===== config.mk =====
export PLATFORM = sky130hd
export DESIGN_NAME = keyed_lifo_stack_core
export DESIGN_NICKNAME = d
export VERILOG_FILES = /design/src/rtl/klifo_pkg.sv /design/src/rtl/klifo_cell.sv /design/src/rtl/keyed_lifo_stack_core.sv
export SDC_FILE = /design/constraint.sdc
export NUM_CORES = 2
export LEC_CHECK = 0
export ABC_AREA = 1
export BUFFER_PORTS_ARGS = -buffer_cell sky130_fd_sc_hd__buf_4
export CELL_PAD_IN_SITES_DETAIL_PLACEMENT = 1
export CELL_PAD_IN_SITES_GLOBAL_PLACEMENT = 2
export CORE_MARGIN = 10
export CORE_UTILIZATION = 42
export CTS_BUF_LIST = sky130_fd_sc_hd__clkbuf_8
export CTS_CLUSTER_SIZE = 10
export DETAILED_ROUTE_END_ITERATION = 16
export HOLD_SLACK_MARGIN = 0.1
export PLACE_DENSITY_LB_ADDON = 0.1
export SYNTH_ARGS = -nofsm -noshare
export SYNTH_HDL_FRONTEND = slang
export SYNTH_SLANG_ARGS = --single-unit

===== constraint.sdc =====
create_clock -name i_clk -period 13.1 [get_ports i_clk]
set_clock_uncertainty 0.2 [all_clocks]
set_input_delay 1.965 -clock i_clk [delete_from_list [all_inputs] [get_ports i_clk]]
set_output_delay 1.965 -clock i_clk [all_outputs]
set_load 0.02 [all_outputs]

===== src/rtl/klifo_pkg.sv =====
`default_nettype none

package klifo_pkg;

    // Field widths
    localparam int OP_W       = 3;
    localparam int KEY_W      = 32;
    localparam int DATA_W     = 32;
    localparam int ST_W       = 3;
    localparam int CNT_OUT_W  = 5;

    // Packed beat widths, rounded up to whole bytes
    localparam int IN_TDATA_W  = 72;
    localparam int OUT_TDATA_W = 80;

    // Default number of cells in the chain
    localparam int DEF_STACK_DEPTH = 16;

    // Operation codes
    typedef enum logic [OP_W-1:0] {
        OP_PUSH   = 3'd0,
        OP_POP    = 3'd1,
        OP_PEEK   = 3'd2,
        OP_CHANGE = 3'd3,
        OP_CLEAR  = 3'd4
    } t_op;

    // Result status codes
    typedef enum logic [ST_W-1:0] {
        ST_OK      = 3'd0,
        ST_DUP     = 3'd1,
        ST_UNDER   = 3'd2,
        ST_MISSING = 3'd3,
        ST_OVER    = 3'd4
    } t_status;

    // Command broadcast to every cell of the chain
    typedef struct packed {
        logic              push;    // shift toward the bottom, cell 0 loads new entry
        logic              pop;     // shift toward the top
        logic              change;  // matching cell rewrites its data
        logic [KEY_W-1:0]  key;
        logic [DATA_W-1:0] data;
    } t_cell_cmd;

endpackage

`default_nettype wire


===== src/rtl/klifo_cell.sv =====
`default_nettype none

// One stack slot: holds a key/data pair, compares its key against the
// broadcast key, and moves its contents to a neighbor on push or pop.
module klifo_cell (
    input  wire logic                         i_clk,
    input  wire klifo_pkg::t_cell_cmd         i_cmd,
    input  wire logic [klifo_pkg::KEY_W-1:0]  i_key,        // lookup key, straight from the beat
    input  wire logic                         i_occupied,
    input  wire logic [klifo_pkg::KEY_W-1:0]  i_prev_key,   // from the cell nearer the top
    input  wire logic [klifo_pkg::DATA_W-1:0] i_prev_data,
    input  wire logic [klifo_pkg::KEY_W-1:0]  i_next_key,   // from the cell nearer the bottom
    input  wire logic [klifo_pkg::DATA_W-1:0] i_next_data,
    output logic      [klifo_pkg::KEY_W-1:0]  o_key,
    output logic      [klifo_pkg::DATA_W-1:0] o_data,
    output logic                              o_hit
);

    logic [klifo_pkg::KEY_W-1:0]  r_key;
    logic [klifo_pkg::DATA_W-1:0] r_data;
    logic [klifo_pkg::KEY_W-1:0]  n_key;
    logic [klifo_pkg::DATA_W-1:0] n_data;

    // Key match, only for a slot below the fill level
    assign o_hit  = i_occupied && (r_key == i_key);
    assign o_key  = r_key;
    assign o_data = r_data;

    // Shift or rewrite
    always_comb begin
        n_key  = r_key;
        n_data = r_data;
        if (i_cmd.push) begin
            n_key  = i_prev_key;
            n_data = i_prev_data;
        end else if (i_cmd.pop) begin
            n_key  = i_next_key;
            n_data = i_next_data;
        end else if (i_cmd.change && o_hit) begin
            n_data = i_cmd.data;
        end
    end

    always_ff @(posedge i_clk) begin
        r_key  <= n_key;
        r_data <= n_data;
    end

endmodule

`default_nettype wire


===== src/rtl/keyed_lifo_stack_core.sv =====
`default_nettype none

// Keyed LIFO stack of STACK_DEPTH key/data entries with unique keys, built as
// a chain of cells with the top of stack in cell 0. Push shifts the chain one
// cell down, pop one cell up; peek and change compare the key in every cell at
// once. Each input beat (operation, key, data) yields exactly one output beat
// (status, key, data, count, empty flag). Throughput is one item per clock:
// the compare, the chain update and the result all complete in the cycle the
// beat is accepted, and the result lands in an output register. The input
// stalls only while that register holds a beat the sink has not taken.
// Reset empties the stack; there is no clearing pass.
module keyed_lifo_stack_core #(
    parameter int STACK_DEPTH = klifo_pkg::DEF_STACK_DEPTH
) (
    input  wire logic                              i_clk,
    input  wire logic                              i_rst_n,
    // Input: [2:0] operation, [34:3] item_key, [66:35] item_data, [71:67] zero
    input  wire logic                              i_s_tvalid,
    output logic                                   o_s_tready,
    input  wire logic [klifo_pkg::IN_TDATA_W-1:0]  i_s_tdata,
    // Output: [2:0] status, [34:3] result_key, [66:35] result_data,
    //         [71:67] entry_count, [72] stack_empty, [79:73] zero
    output logic                                   o_m_tvalid,
    input  wire logic                              i_m_tready,
    output logic      [klifo_pkg::OUT_TDATA_W-1:0] o_m_tdata
);

    localparam int CNT_W = $clog2(STACK_DEPTH + 1);
    localparam int KW    = klifo_pkg::KEY_W;
    localparam int DW    = klifo_pkg::DATA_W;
    localparam int OUT_USED_W = klifo_pkg::ST_W + KW + DW + klifo_pkg::CNT_OUT_W + 1;

    logic [CNT_W-1:0]                  r_count;
    logic [CNT_W-1:0]                  n_count;
    logic                              r_out_valid;
    logic [klifo_pkg::OUT_TDATA_W-1:0] r_out_tdata;

    logic                      w_accept;
    logic [klifo_pkg::OP_W-1:0] w_op;
    logic [KW-1:0]             w_key;
    logic [DW-1:0]             w_data;
    logic                      w_full;
    logic                      w_empty;
    logic                      w_any_hit;
    logic [DW-1:0]             w_found_data;
    logic [STACK_DEPTH-1:0]    w_hit;
    logic [KW-1:0]             w_cell_key  [STACK_DEPTH];
    logic [DW-1:0]             w_cell_data [STACK_DEPTH];
    klifo_pkg::t_cell_cmd      w_cmd;

    logic [klifo_pkg::ST_W-1:0] w_status;
    logic [KW-1:0]             w_rkey;
    logic [DW-1:0]             w_rdata;

    // Input beat fields
    assign w_op   = i_s_tdata[2:0];
    assign w_key  = i_s_tdata[34:3];
    assign w_data = i_s_tdata[66:35];

    assign o_s_tready = !r_out_valid || i_m_tready;
    assign w_accept   = i_s_tvalid && o_s_tready;

    assign w_full  = (r_count == CNT_W'(STACK_DEPTH));
    assign w_empty = (r_count == '0);

    // Cell chain
    for (genvar g_i = 0; g_i < STACK_DEPTH; g_i++) begin : g_cell
        logic [KW-1:0] w_prev_key;
        logic [DW-1:0] w_prev_data;
        logic [KW-1:0] w_next_key;
        logic [DW-1:0] w_next_data;

        if (g_i == 0) begin : g_top
            assign w_prev_key  = w_cmd.key;
            assign w_prev_data = w_cmd.data;
        end else begin : g_mid
            assign w_prev_key  = w_cell_key[g_i-1];
            assign w_prev_data = w_cell_data[g_i-1];
        end

        if (g_i == STACK_DEPTH - 1) begin : g_bot
            assign w_next_key  = w_cell_key[g_i];
            assign w_next_data = w_cell_data[g_i];
        end else begin : g_up
            assign w_next_key  = w_cell_key[g_i+1];
            assign w_next_data = w_cell_data[g_i+1];
        end

        klifo_cell u_cell (
            .i_clk       (i_clk),
            .i_cmd       (w_cmd),
            .i_key       (w_key),
            .i_occupied  (CNT_W'(g_i) < r_count),
            .i_prev_key  (w_prev_key),
            .i_prev_data (w_prev_data),
            .i_next_key  (w_next_key),
            .i_next_data (w_next_data),
            .o_key       (w_cell_key[g_i]),
            .o_data      (w_cell_data[g_i]),
            .o_hit       (w_hit[g_i])
        );
    end

    // Keys are unique, so at most one cell hits: OR of the masked data
    always_comb begin
        w_found_data = '0;
        for (int i = 0; i < STACK_DEPTH; i++) begin
            w_found_data = w_found_data | (w_hit[i] ? w_cell_data[i] : '0);
        end
    end
    assign w_any_hit = |w_hit;

    // Chain command
    always_comb begin
        w_cmd.push   = w_accept && (w_op == klifo_pkg::OP_PUSH) && !w_any_hit && !w_full;
        w_cmd.pop    = w_accept && (w_op == klifo_pkg::OP_POP) && !w_empty;
        w_cmd.change = w_accept && (w_op == klifo_pkg::OP_CHANGE);
        w_cmd.key    = w_key;
        w_cmd.data   = w_data;
    end

    // Operation decode: status, returned fields, next count
    always_comb begin
        w_status = klifo_pkg::ST_OK;
        w_rkey   = '0;
        w_rdata  = '0;
        n_count  = r_count;
        unique case (w_op)
            klifo_pkg::OP_PUSH: begin
                if (w_any_hit) begin
                    w_status = klifo_pkg::ST_DUP;
                end else if (w_full) begin
                    w_status = klifo_pkg::ST_OVER;
                end else begin
                    n_count = r_count + 1'b1;
                end
            end
            klifo_pkg::OP_POP: begin
                if (w_empty) begin
                    w_status = klifo_pkg::ST_UNDER;
                end else begin
                    w_rkey  = w_cell_key[0];
                    w_rdata = w_cell_data[0];
                    n_count = r_count - 1'b1;
                end
            end
            klifo_pkg::OP_PEEK: begin
                if (w_any_hit) begin
                    w_rdata = w_found_data;
                end else begin
                    w_status = klifo_pkg::ST_MISSING;
                end
            end
            klifo_pkg::OP_CHANGE: begin
                if (!w_any_hit) begin
                    w_status = klifo_pkg::ST_MISSING;
                end
            end
            klifo_pkg::OP_CLEAR: begin
                n_count = '0;
            end
            default: begin
            end
        endcase
    end

    // Fill level
    always_ff @(posedge i_clk) begin
        if (!i_rst_n) begin
            r_count <= '0;
        end else if (w_accept) begin
            r_count <= n_count;
        end
    end

    // Output register
    always_ff @(posedge i_clk) begin
        if (!i_rst_n) begin
            r_out_valid <= 1'b0;
        end else if (w_accept) begin
            r_out_valid <= 1'b1;
        end else if (i_m_tready) begin
            r_out_valid <= 1'b0;
        end
    end

    always_ff @(posedge i_clk) begin
        if (w_accept) begin
            r_out_tdata <= {(klifo_pkg::OUT_TDATA_W - OUT_USED_W)'(0),
                            (n_count == '0),
                            klifo_pkg::CNT_OUT_W'(n_count),
                            w_rdata, w_rkey, w_status};
        end
    end

    assign o_m_tvalid = r_out_valid;
    assign o_m_tdata  = r_out_tdata;

    // Checks
    a_count_bound: assert property (@(posedge i_clk) disable iff (!i_rst_n)
        r_count <= CNT_W'(STACK_DEPTH))
        else $error("fill level above stack depth");

    a_unique_hit: assert property (@(posedge i_clk) disable iff (!i_rst_n)
        $onehot0(w_hit))
        else $error("key held in more than one cell");

    a_push_grows: assert property (@(posedge i_clk) disable iff (!i_rst_n)
        w_cmd.push |=> r_count == $past(r_count) + 1'b1)
        else $error("successful push did not grow the stack");

    a_empty_flag: assert property (@(posedge i_clk) disable iff (!i_rst_n)
        r_out_valid |-> (r_out_tdata[72] == (r_out_tdata[71:67] == '0)))
        else $error("empty flag disagrees with count");

endmodule

`default_nettype wire

## Word level (Yosys, flattened, before mapping)

Cells that the tools add are included.

| cells by class | value |
|---|---|
| bitwise gates (word level) | 16 |
| reduce and logical (&&, ||, !) cells | 69 |
| add/subtract/negate cells | 2 |
| muxes and demuxes | 108 |
| order comparisons | 16 |
| eq/ne operators | 22 |

Operators with widths:

| kind | number |
|---|---|
| 32-bit 2-to-1 mux | 96 |
| 32-bit == test | 16 |
| 32-bit OR | 15 |
| 32-bit one-hot mux with 2 select lines | 1 |
| 3-bit nonzero test | 15 |
| 4-bit by 5-bit less-than comparator with 1-bit output, first input constant | 8 |
| 1-bit logical AND | 39 |
| 3-bit by 5-bit less-than comparator with 1-bit output, first input constant | 4 |
| 16-bit OR reduction | 1 |
| 5-bit 2-to-1 mux | 3 |
| 5-bit one-hot mux with 3 select lines | 1 |
| 5-bit zero test | 2 |
| 1-bit by 5-bit less-than comparator with 1-bit output, first input constant | 2 |
| 2-bit by 5-bit less-than comparator with 1-bit output, first input constant | 2 |
| 3-bit one-hot mux with 3 select lines | 1 |
| 3-bit by 2-bit == test with 1-bit output, second input constant | 2 |
| 3-bit 2-to-1 mux | 2 |
| 2-bit nonzero test | 3 |
| 5-bit by 1-bit adder with 5-bit output, second input constant | 1 |
| 5-bit == test, second input constant | 1 |
| 5-bit by 1-bit subtractor with 5-bit output, second input constant | 1 |
| 1-bit zero test | 4 |
| 2-bit 2-to-1 mux | 2 |
| 2-bit OR reduction | 2 |
| 8 further kinds | 9 |

| word-level totals | value |
|---|---|
| logic and storage cells | 269 |
| input bits | 76 |
| output and inout port bits | 82 |
| flip-flop bits (word level) | 1103 |

## Depth between registers and ports, before layout

| logic depth | value |
|---|---|
| depth after elaboration | 20 |
| mapped depth | 25 |
| mapped depth without buffers | 23 |

## By module

Synthesis repeated with hierarchy kept, for this count alone.

| second synthesis, totals | value |
|---|---|
| cells, all modules | 9362 |
| area total of the unflattened synthesis | 67853.8 µm² |

Modules (own cells, without submodules):

| module | instances | area an instance (µm²) | seq. area each (µm²) | cells an instance |
|---|---|---|---|---|
| klifo_cell | 16 | 3811.2 | 1921.8 | 520 |
| keyed_lifo_stack_core | 1 | 6875.3 | 2312.2 | 1042 |

## Least setup slack after synthesis

Ideal clock, no wire load.

| timing path | value |
|---|---|
| kind | input -> register |
| start point | in i_s_tdata[30] (netlist bit) |
| end point | reg g_cell[0].u_cell.r_data (netlist bit g_cell[0].u_cell.o_data[0]) (enable) |
| arrival time | 10.714 ns |
| stages on the path | 22 |
| slack | 1.720 ns |
| buffers on the path | 5 |
| setup time | 0.466 ns |
| data required time | 12.434 ns |
| path through | buf_4 inv_2 buf_2 nand2_1 o21ai_1 nor2_1 nand2_1 inv_2 nand2_1 nor2_1 nand3_2 nand2_1 nor2_1 nand2_2 nor2_4 nand4_4 nand2_2 inv_2 buf_6 buf_6 buf_2 o21ai_0 |

| on the way | value |
|---|---|
| longest elaborated chain between the ends | 7 |
| elaborated cells between the ends (all ways) | 38 |
| those cells by class | eq/ne: 16; reduce/logical: 22 |

Ends and longest elaborated chain:

| item | RTL line | text |
|---|---|---|
| start, declared | keyed_lifo_stack_core.sv:20 | `input wire logic [klifo_pkg::IN_TDATA_W-1:0] i_s_tdata,` |
| 32-bit == test | klifo_cell.sv:25 | `assign o_hit = i_occupied && (r_key == i_key);` |
| 1-bit logical AND | klifo_cell.sv:25 |  |
| 16-bit OR reduction | keyed_lifo_stack_core.sv:111 | `assign w_any_hit = \|w_hit;` |
| 1-bit zero test | - |  |
| 1-bit logical AND (2 in a row) | keyed_lifo_stack_core.sv:115 | `w_cmd.push = w_accept && (w_op == klifo_pkg::OP_PUSH) && !w_any_hit && !w_full;` |
| 3-bit nonzero test (no line) * | - |  |
| end signal, assigned | klifo_cell.sv:46 | `r_data <= n_data;` |
| end, declared | klifo_cell.sv:20 | `logic [klifo_pkg::DATA_W-1:0] r_data;` |

Every way passes the cells marked *; elsewhere a longest branch is shown, timed or not.
A chain may end at the register's enable or synchronous reset.

## Final worst setup path

| timing path | value |
|---|---|
| start point | in i_s_tdata[25] (netlist bit) |
| end point | reg g_cell[7].u_cell.r_data (netlist bit g_cell[7].u_cell.o_data[5]), data pin |

| on the way | value |
|---|---|
| longest elaborated chain between the ends | 7 |
| elaborated cells between the ends (all ways) | 37 |
| those cells by class | eq/ne: 16; mux: 1; reduce/logical: 20 |

Ends and longest elaborated chain:

| item | RTL line | text |
|---|---|---|
| 32-bit == test | klifo_cell.sv:25 |  |
| 1-bit logical AND | klifo_cell.sv:25 |  |
| 16-bit OR reduction * | keyed_lifo_stack_core.sv:111 |  |
| 1-bit zero test * | - |  |
| 1-bit logical AND * (2 in a row) | keyed_lifo_stack_core.sv:115 |  |
| 32-bit 2-to-1 mux * | klifo_cell.sv:33 | `if (i_cmd.push) begin` |
| via g_cell[7].u_cell.n_data, one bit | klifo_cell.sv:22 | `logic [klifo_pkg::DATA_W-1:0] n_data;` |
| end signal, assigned | klifo_cell.sv:46 |  |
| end, declared | klifo_cell.sv:20 |  |

The timed path passes the listed nets; every way through them passes the cells marked *.

==> impl_metrics.py <==
metrics = {
    "synthesis": {
        "ys_ff_latch": 1103,
        "synth_cells": 6403,
        "synth_cell_type_count": 42,
        "netlist_area_um2": 58700,
        "avgSynthCellArea_um2": 9.17,
        "ys_seq_area_share_pct": 56.3,
        "yosysWarnings": 0,
    },
    "grt": {
        "grt_max_degree": 229,
        "grt_pass1_wl_um": 335000,
        "antenna_found_initial": 5,
        "grt_pass1_vias": 49368,
        "grt_overflow": 0,
        "grt_util_all_layers_pct": 28.8,
    },
    "layout": {
        "area_growth_pct": 9.78,
        "fin_nets": 6489,
        "design_area_um2": 64500,
        "instances_no_fill": 8448,
        "drive_gt1_share_pct": 8.47,
    },
    "floorplan": {
        "fp.dieW_um": 394,
        "die_y_um": 394,
        "core_um2": 139000,
        "rows": 137,
        "initial_core_util_pct": 42.2,
        "num_io_pins": 158,
        "die_area_um2": 155000,
    },
    "timing": {
        "fin_crit_sh_pct": 64.7,
        "final.setup.worst_slack_ns": 4.62,
        "relSlewSlack_pct": 20.8,
        "fmax_mhz": 118,
        "hold_violations": 0,
        "rsz0062_at_grt": "no",
        "fin_setup_tns_ns": 0,
        "tightest_slew_ns": 1.19,
        "drv_slew": 0,
        "finalSetupViolations": 0,
        "period_needed_ns": 8.48,
    },
    "drt": {
        "drt-total-wl_um": 231000,
        "firstDrtPassIters": 6,
        "ant_nets": 0,
        "viasPerCell": 5.87,
        "dr_total_vias": 49606,
        "drc": 0,
        "wl_per_cell_um": 27.3,
        "initialDrtViolationCount": 5438,
    },
    "clocking": {
        "postCtsResizedCells": 0,
        "root_buffer": "clkbuf_8",
        "cts-hold-fix-buffers": 0,
        "cts_buffer_depth": 3,
        "cts_made_buffers": 199,
        "clkSlewWorstSetupHoldPaths_ns": 0.06,
        "cts_tree": "built",
        "clock_latency_ns": 0.97,
        "htreeDepth": 4,
        "cts_setup_buffers": 0,
        "cts_sinks": 1103,
    },
    "worst_setup_path": {
        "critPathBufInv": 7,
        "crit_top_cell": "buf_4",
        "critical-path-max-stage-delay_ns": 0.94,
        "r2r_cells": 17,
        "reg2reg_slack_ns": 5.21,
        "worst_r2r_endpoint": "g_cell[7].u_cell.o_data[5]$_DFFE_PP_",
        "critPathSlowestCell": "buf_4",
        "cpLargestDelayFamily": "buffers and inverters",
        "crit_chain": "buf_4 -> clkinv_1 -> nand2_1 -> nand2_1 -> nor2_1 -> nand2_1 -> nor2_1 -> nand4_4 -> buf_4 -> nand2_1 -> nor2_1 -> nand2_2 -> nor2_4 -> nand4_4 -> buf_4 -> buf_4 -> buf_4 -> buf_4 -> o221ai_1",
        "cp.required_ns": 13.54,
        "crit_type": "input port to register",
        "crit_path_end_kind": "register",
        "r2r-start": "r_count[0]$_SDFFE_PN0P_",
        "cp_max_fo": 100,
        "cp.arrival_ns": 8.92,
        "start_kind": "input port",
    },
    "flow_run": {
        "drv_cap": 0,
    },
    "hold_path": {
        "hp-class": "register to register",
        "hp-start": "g_cell[14].u_cell.o_key[16]$_DFFE_PP_",
        "holdPathStages": 0,
        "holdPathEnd": "g_cell[15].u_cell.o_key[16]$_DFFE_PP_",
    },
    "place": {
        "dpl_worst_slack_ns": 3.92,
        "placed_cell_area_um2": 60800,
        "portBuffers": 145,
        "dp_hpwl_um": 152000,
        "gp_congestion": 0.896,
        "dp.cells": 8084,
    },
    "status": {
        "outcome": "complete, no violations",
    },
    "pwr": {
        "p_leak_nw": 26.9,
        "powerDensity_nw_per_um2": 125,
        "ir_drop_uv": 90.6,
    },
}
cells in the mapped netlist:
cell          n  share of area, %
buf_2       168               1.4
ha_1          4             0.085
o211ai_1      5             0.064
a221oi_1      1             0.015
buf_4        65              0.83
buf_1         1            0.0064
dfxtp_1       6              0.20
nand2_4      13              0.25
or2_1         1             0.011
buf_8         1             0.026
nor3_1        2             0.017
inv_1       959               6.1
nand3_1      63              0.54
o22ai_1     248               2.6
xnor2_1     101               1.5
nand4_1      44              0.47
inv_2        32              0.20
nand4_4       1             0.036
o31ai_1       5             0.064
o221ai_2     10              0.26
xor2_1       35              0.52
a2111oi_0     1             0.015
o221ai_1    448               6.7
nor2_4        2             0.038
o21ai_0     436               3.7
and2_1        2             0.021
nor2_1      339               2.2
nand3_2      12              0.20
nand2_1    1814                12
nor4_1       54              0.58
conb_1        1            0.0064
o21ai_1     213               1.8
nand2_2       4             0.043
edfxtp_1   1097                56
clkbuf_1    161               1.0
clkinv_1      4             0.026
a21oi_1      25              0.21
nand3b_1      4             0.051
buf_6        16              0.31
nand4_2       3             0.064
nor2_2        1             0.011
nor4_2        1             0.021
sequential cells by signal, indices dropped and copies added, names as in the netlist:
name,flops
r_count,5
o_m_tvalid,1
g_cell.u_cell.o_data,512
o_m_tdata,73
g_cell.u_cell.o_key,512
kinds of logic (layout without fill, tap and decap cells):
logic type | after synthesis | after routing | share of synthesized area, %
AND/OR/NAND/NOR | 2360 | 2360 | 16.1
buffers and inverters | 1407 | 1564 | 9.99
AO/OA/AOI/OAI | 1392 | 1392 | 15.5
flip-flops | 1103 | 1103 | 56.3
XOR/XNOR | 136 | 136 | 2.03
adder cells (fa/ha/maj) | 4 | 4 | 0.0852
other | 1 | 13 | 0.00639
how the worst max path moves through the flow:
stage,cells past startpoint,start,endpoint,slack (ns)
after detailed placement,18,i_s_tdata[25],g_cell[7].u_cell.o_data[5]$_DFFE_PP_,3.92
final,19,i_s_tdata[25],g_cell[7].u_cell.o_data[5]$_DFFE_PP_,4.62
after global routing,18,i_s_tdata[25],g_cell[7].u_cell.o_data[5]$_DFFE_PP_,4.32
after global placement,18,i_s_tdata[25],g_cell[1].u_cell.o_data[28]$_DFFE_PP_,4.04
after CTS,18,i_s_tdata[25],g_cell[1].u_cell.o_data[0]$_DFFE_PP_,4.96
after floorplan,22,i_s_tdata[30],g_cell[0].u_cell.o_data[0]$_DFFE_PP_,1.72
power by group:
group          total [mW]  switching, mW  leakage [nW]  internal [mW]
combinational       0.824          0.610          14.7          0.214
clock                3.11           1.58          2.09           1.53
sequential           4.12         0.0685          10.1           4.05
layout make-up:
type | count | area (µm²)
tap | 1876 | 2350
fill | 16096 | 74700
clock inverter | 158 | 873
multi-input combinational | 3899 | 20100
clock buffer | 200 | 2750
inverter | 995 | 3750
antenna | 6 | 15.0
sequential | 1103 | 33100
timing repair buffer | 211 | 1610
layer usage:
metal,global-route usage [%],vias to the layer above,share of wire [%]
li1,-,22060,-
met1,40.8,24947,44
met2,44.7,2168,45
met3,4.34,431,7.5
met4,9.87,0,3.4
met5,0,-,0
cells in the final DEF, fill, tap and decap left out, types with 16 or more instances in the layout:
| master | instances |
|---|---|
| o22ai_1 | 248 |
| clkbuf_8 | 200 |
| nor2_1 | 339 |
| o21ai_4 | 16 |
| o21ai_1 | 213 |
| clkinv_2 | 28 |
| xnor2_1 | 101 |
| xor2_1 | 35 |
| o21ai_0 | 420 |
| buf_4 | 209 |
| nor4_1 | 54 |
| nand2_1 | 1812 |
| nand4_1 | 44 |
| o221ai_1 | 448 |
| edfxtp_1 | 1097 |
| nand3_1 | 63 |
| inv_2 | 30 |
| inv_1 | 1018 |
| a21oi_1 | 25 |
| clkinv_1 | 55 |
stage by stage:
stage	util [%]	total power, mW	hold WS, ns
after detailed placement	43.7	5.01	0.252
after CTS	46.3	8.11	0.265
after global placement	43.7	4.98	0.237
final	46.3	8.06	0.258
after global routing	46.3	8.36	0.279
after floorplan	-	4.70	0.226
No activity file was read; power rests on OpenSTA's default activity.
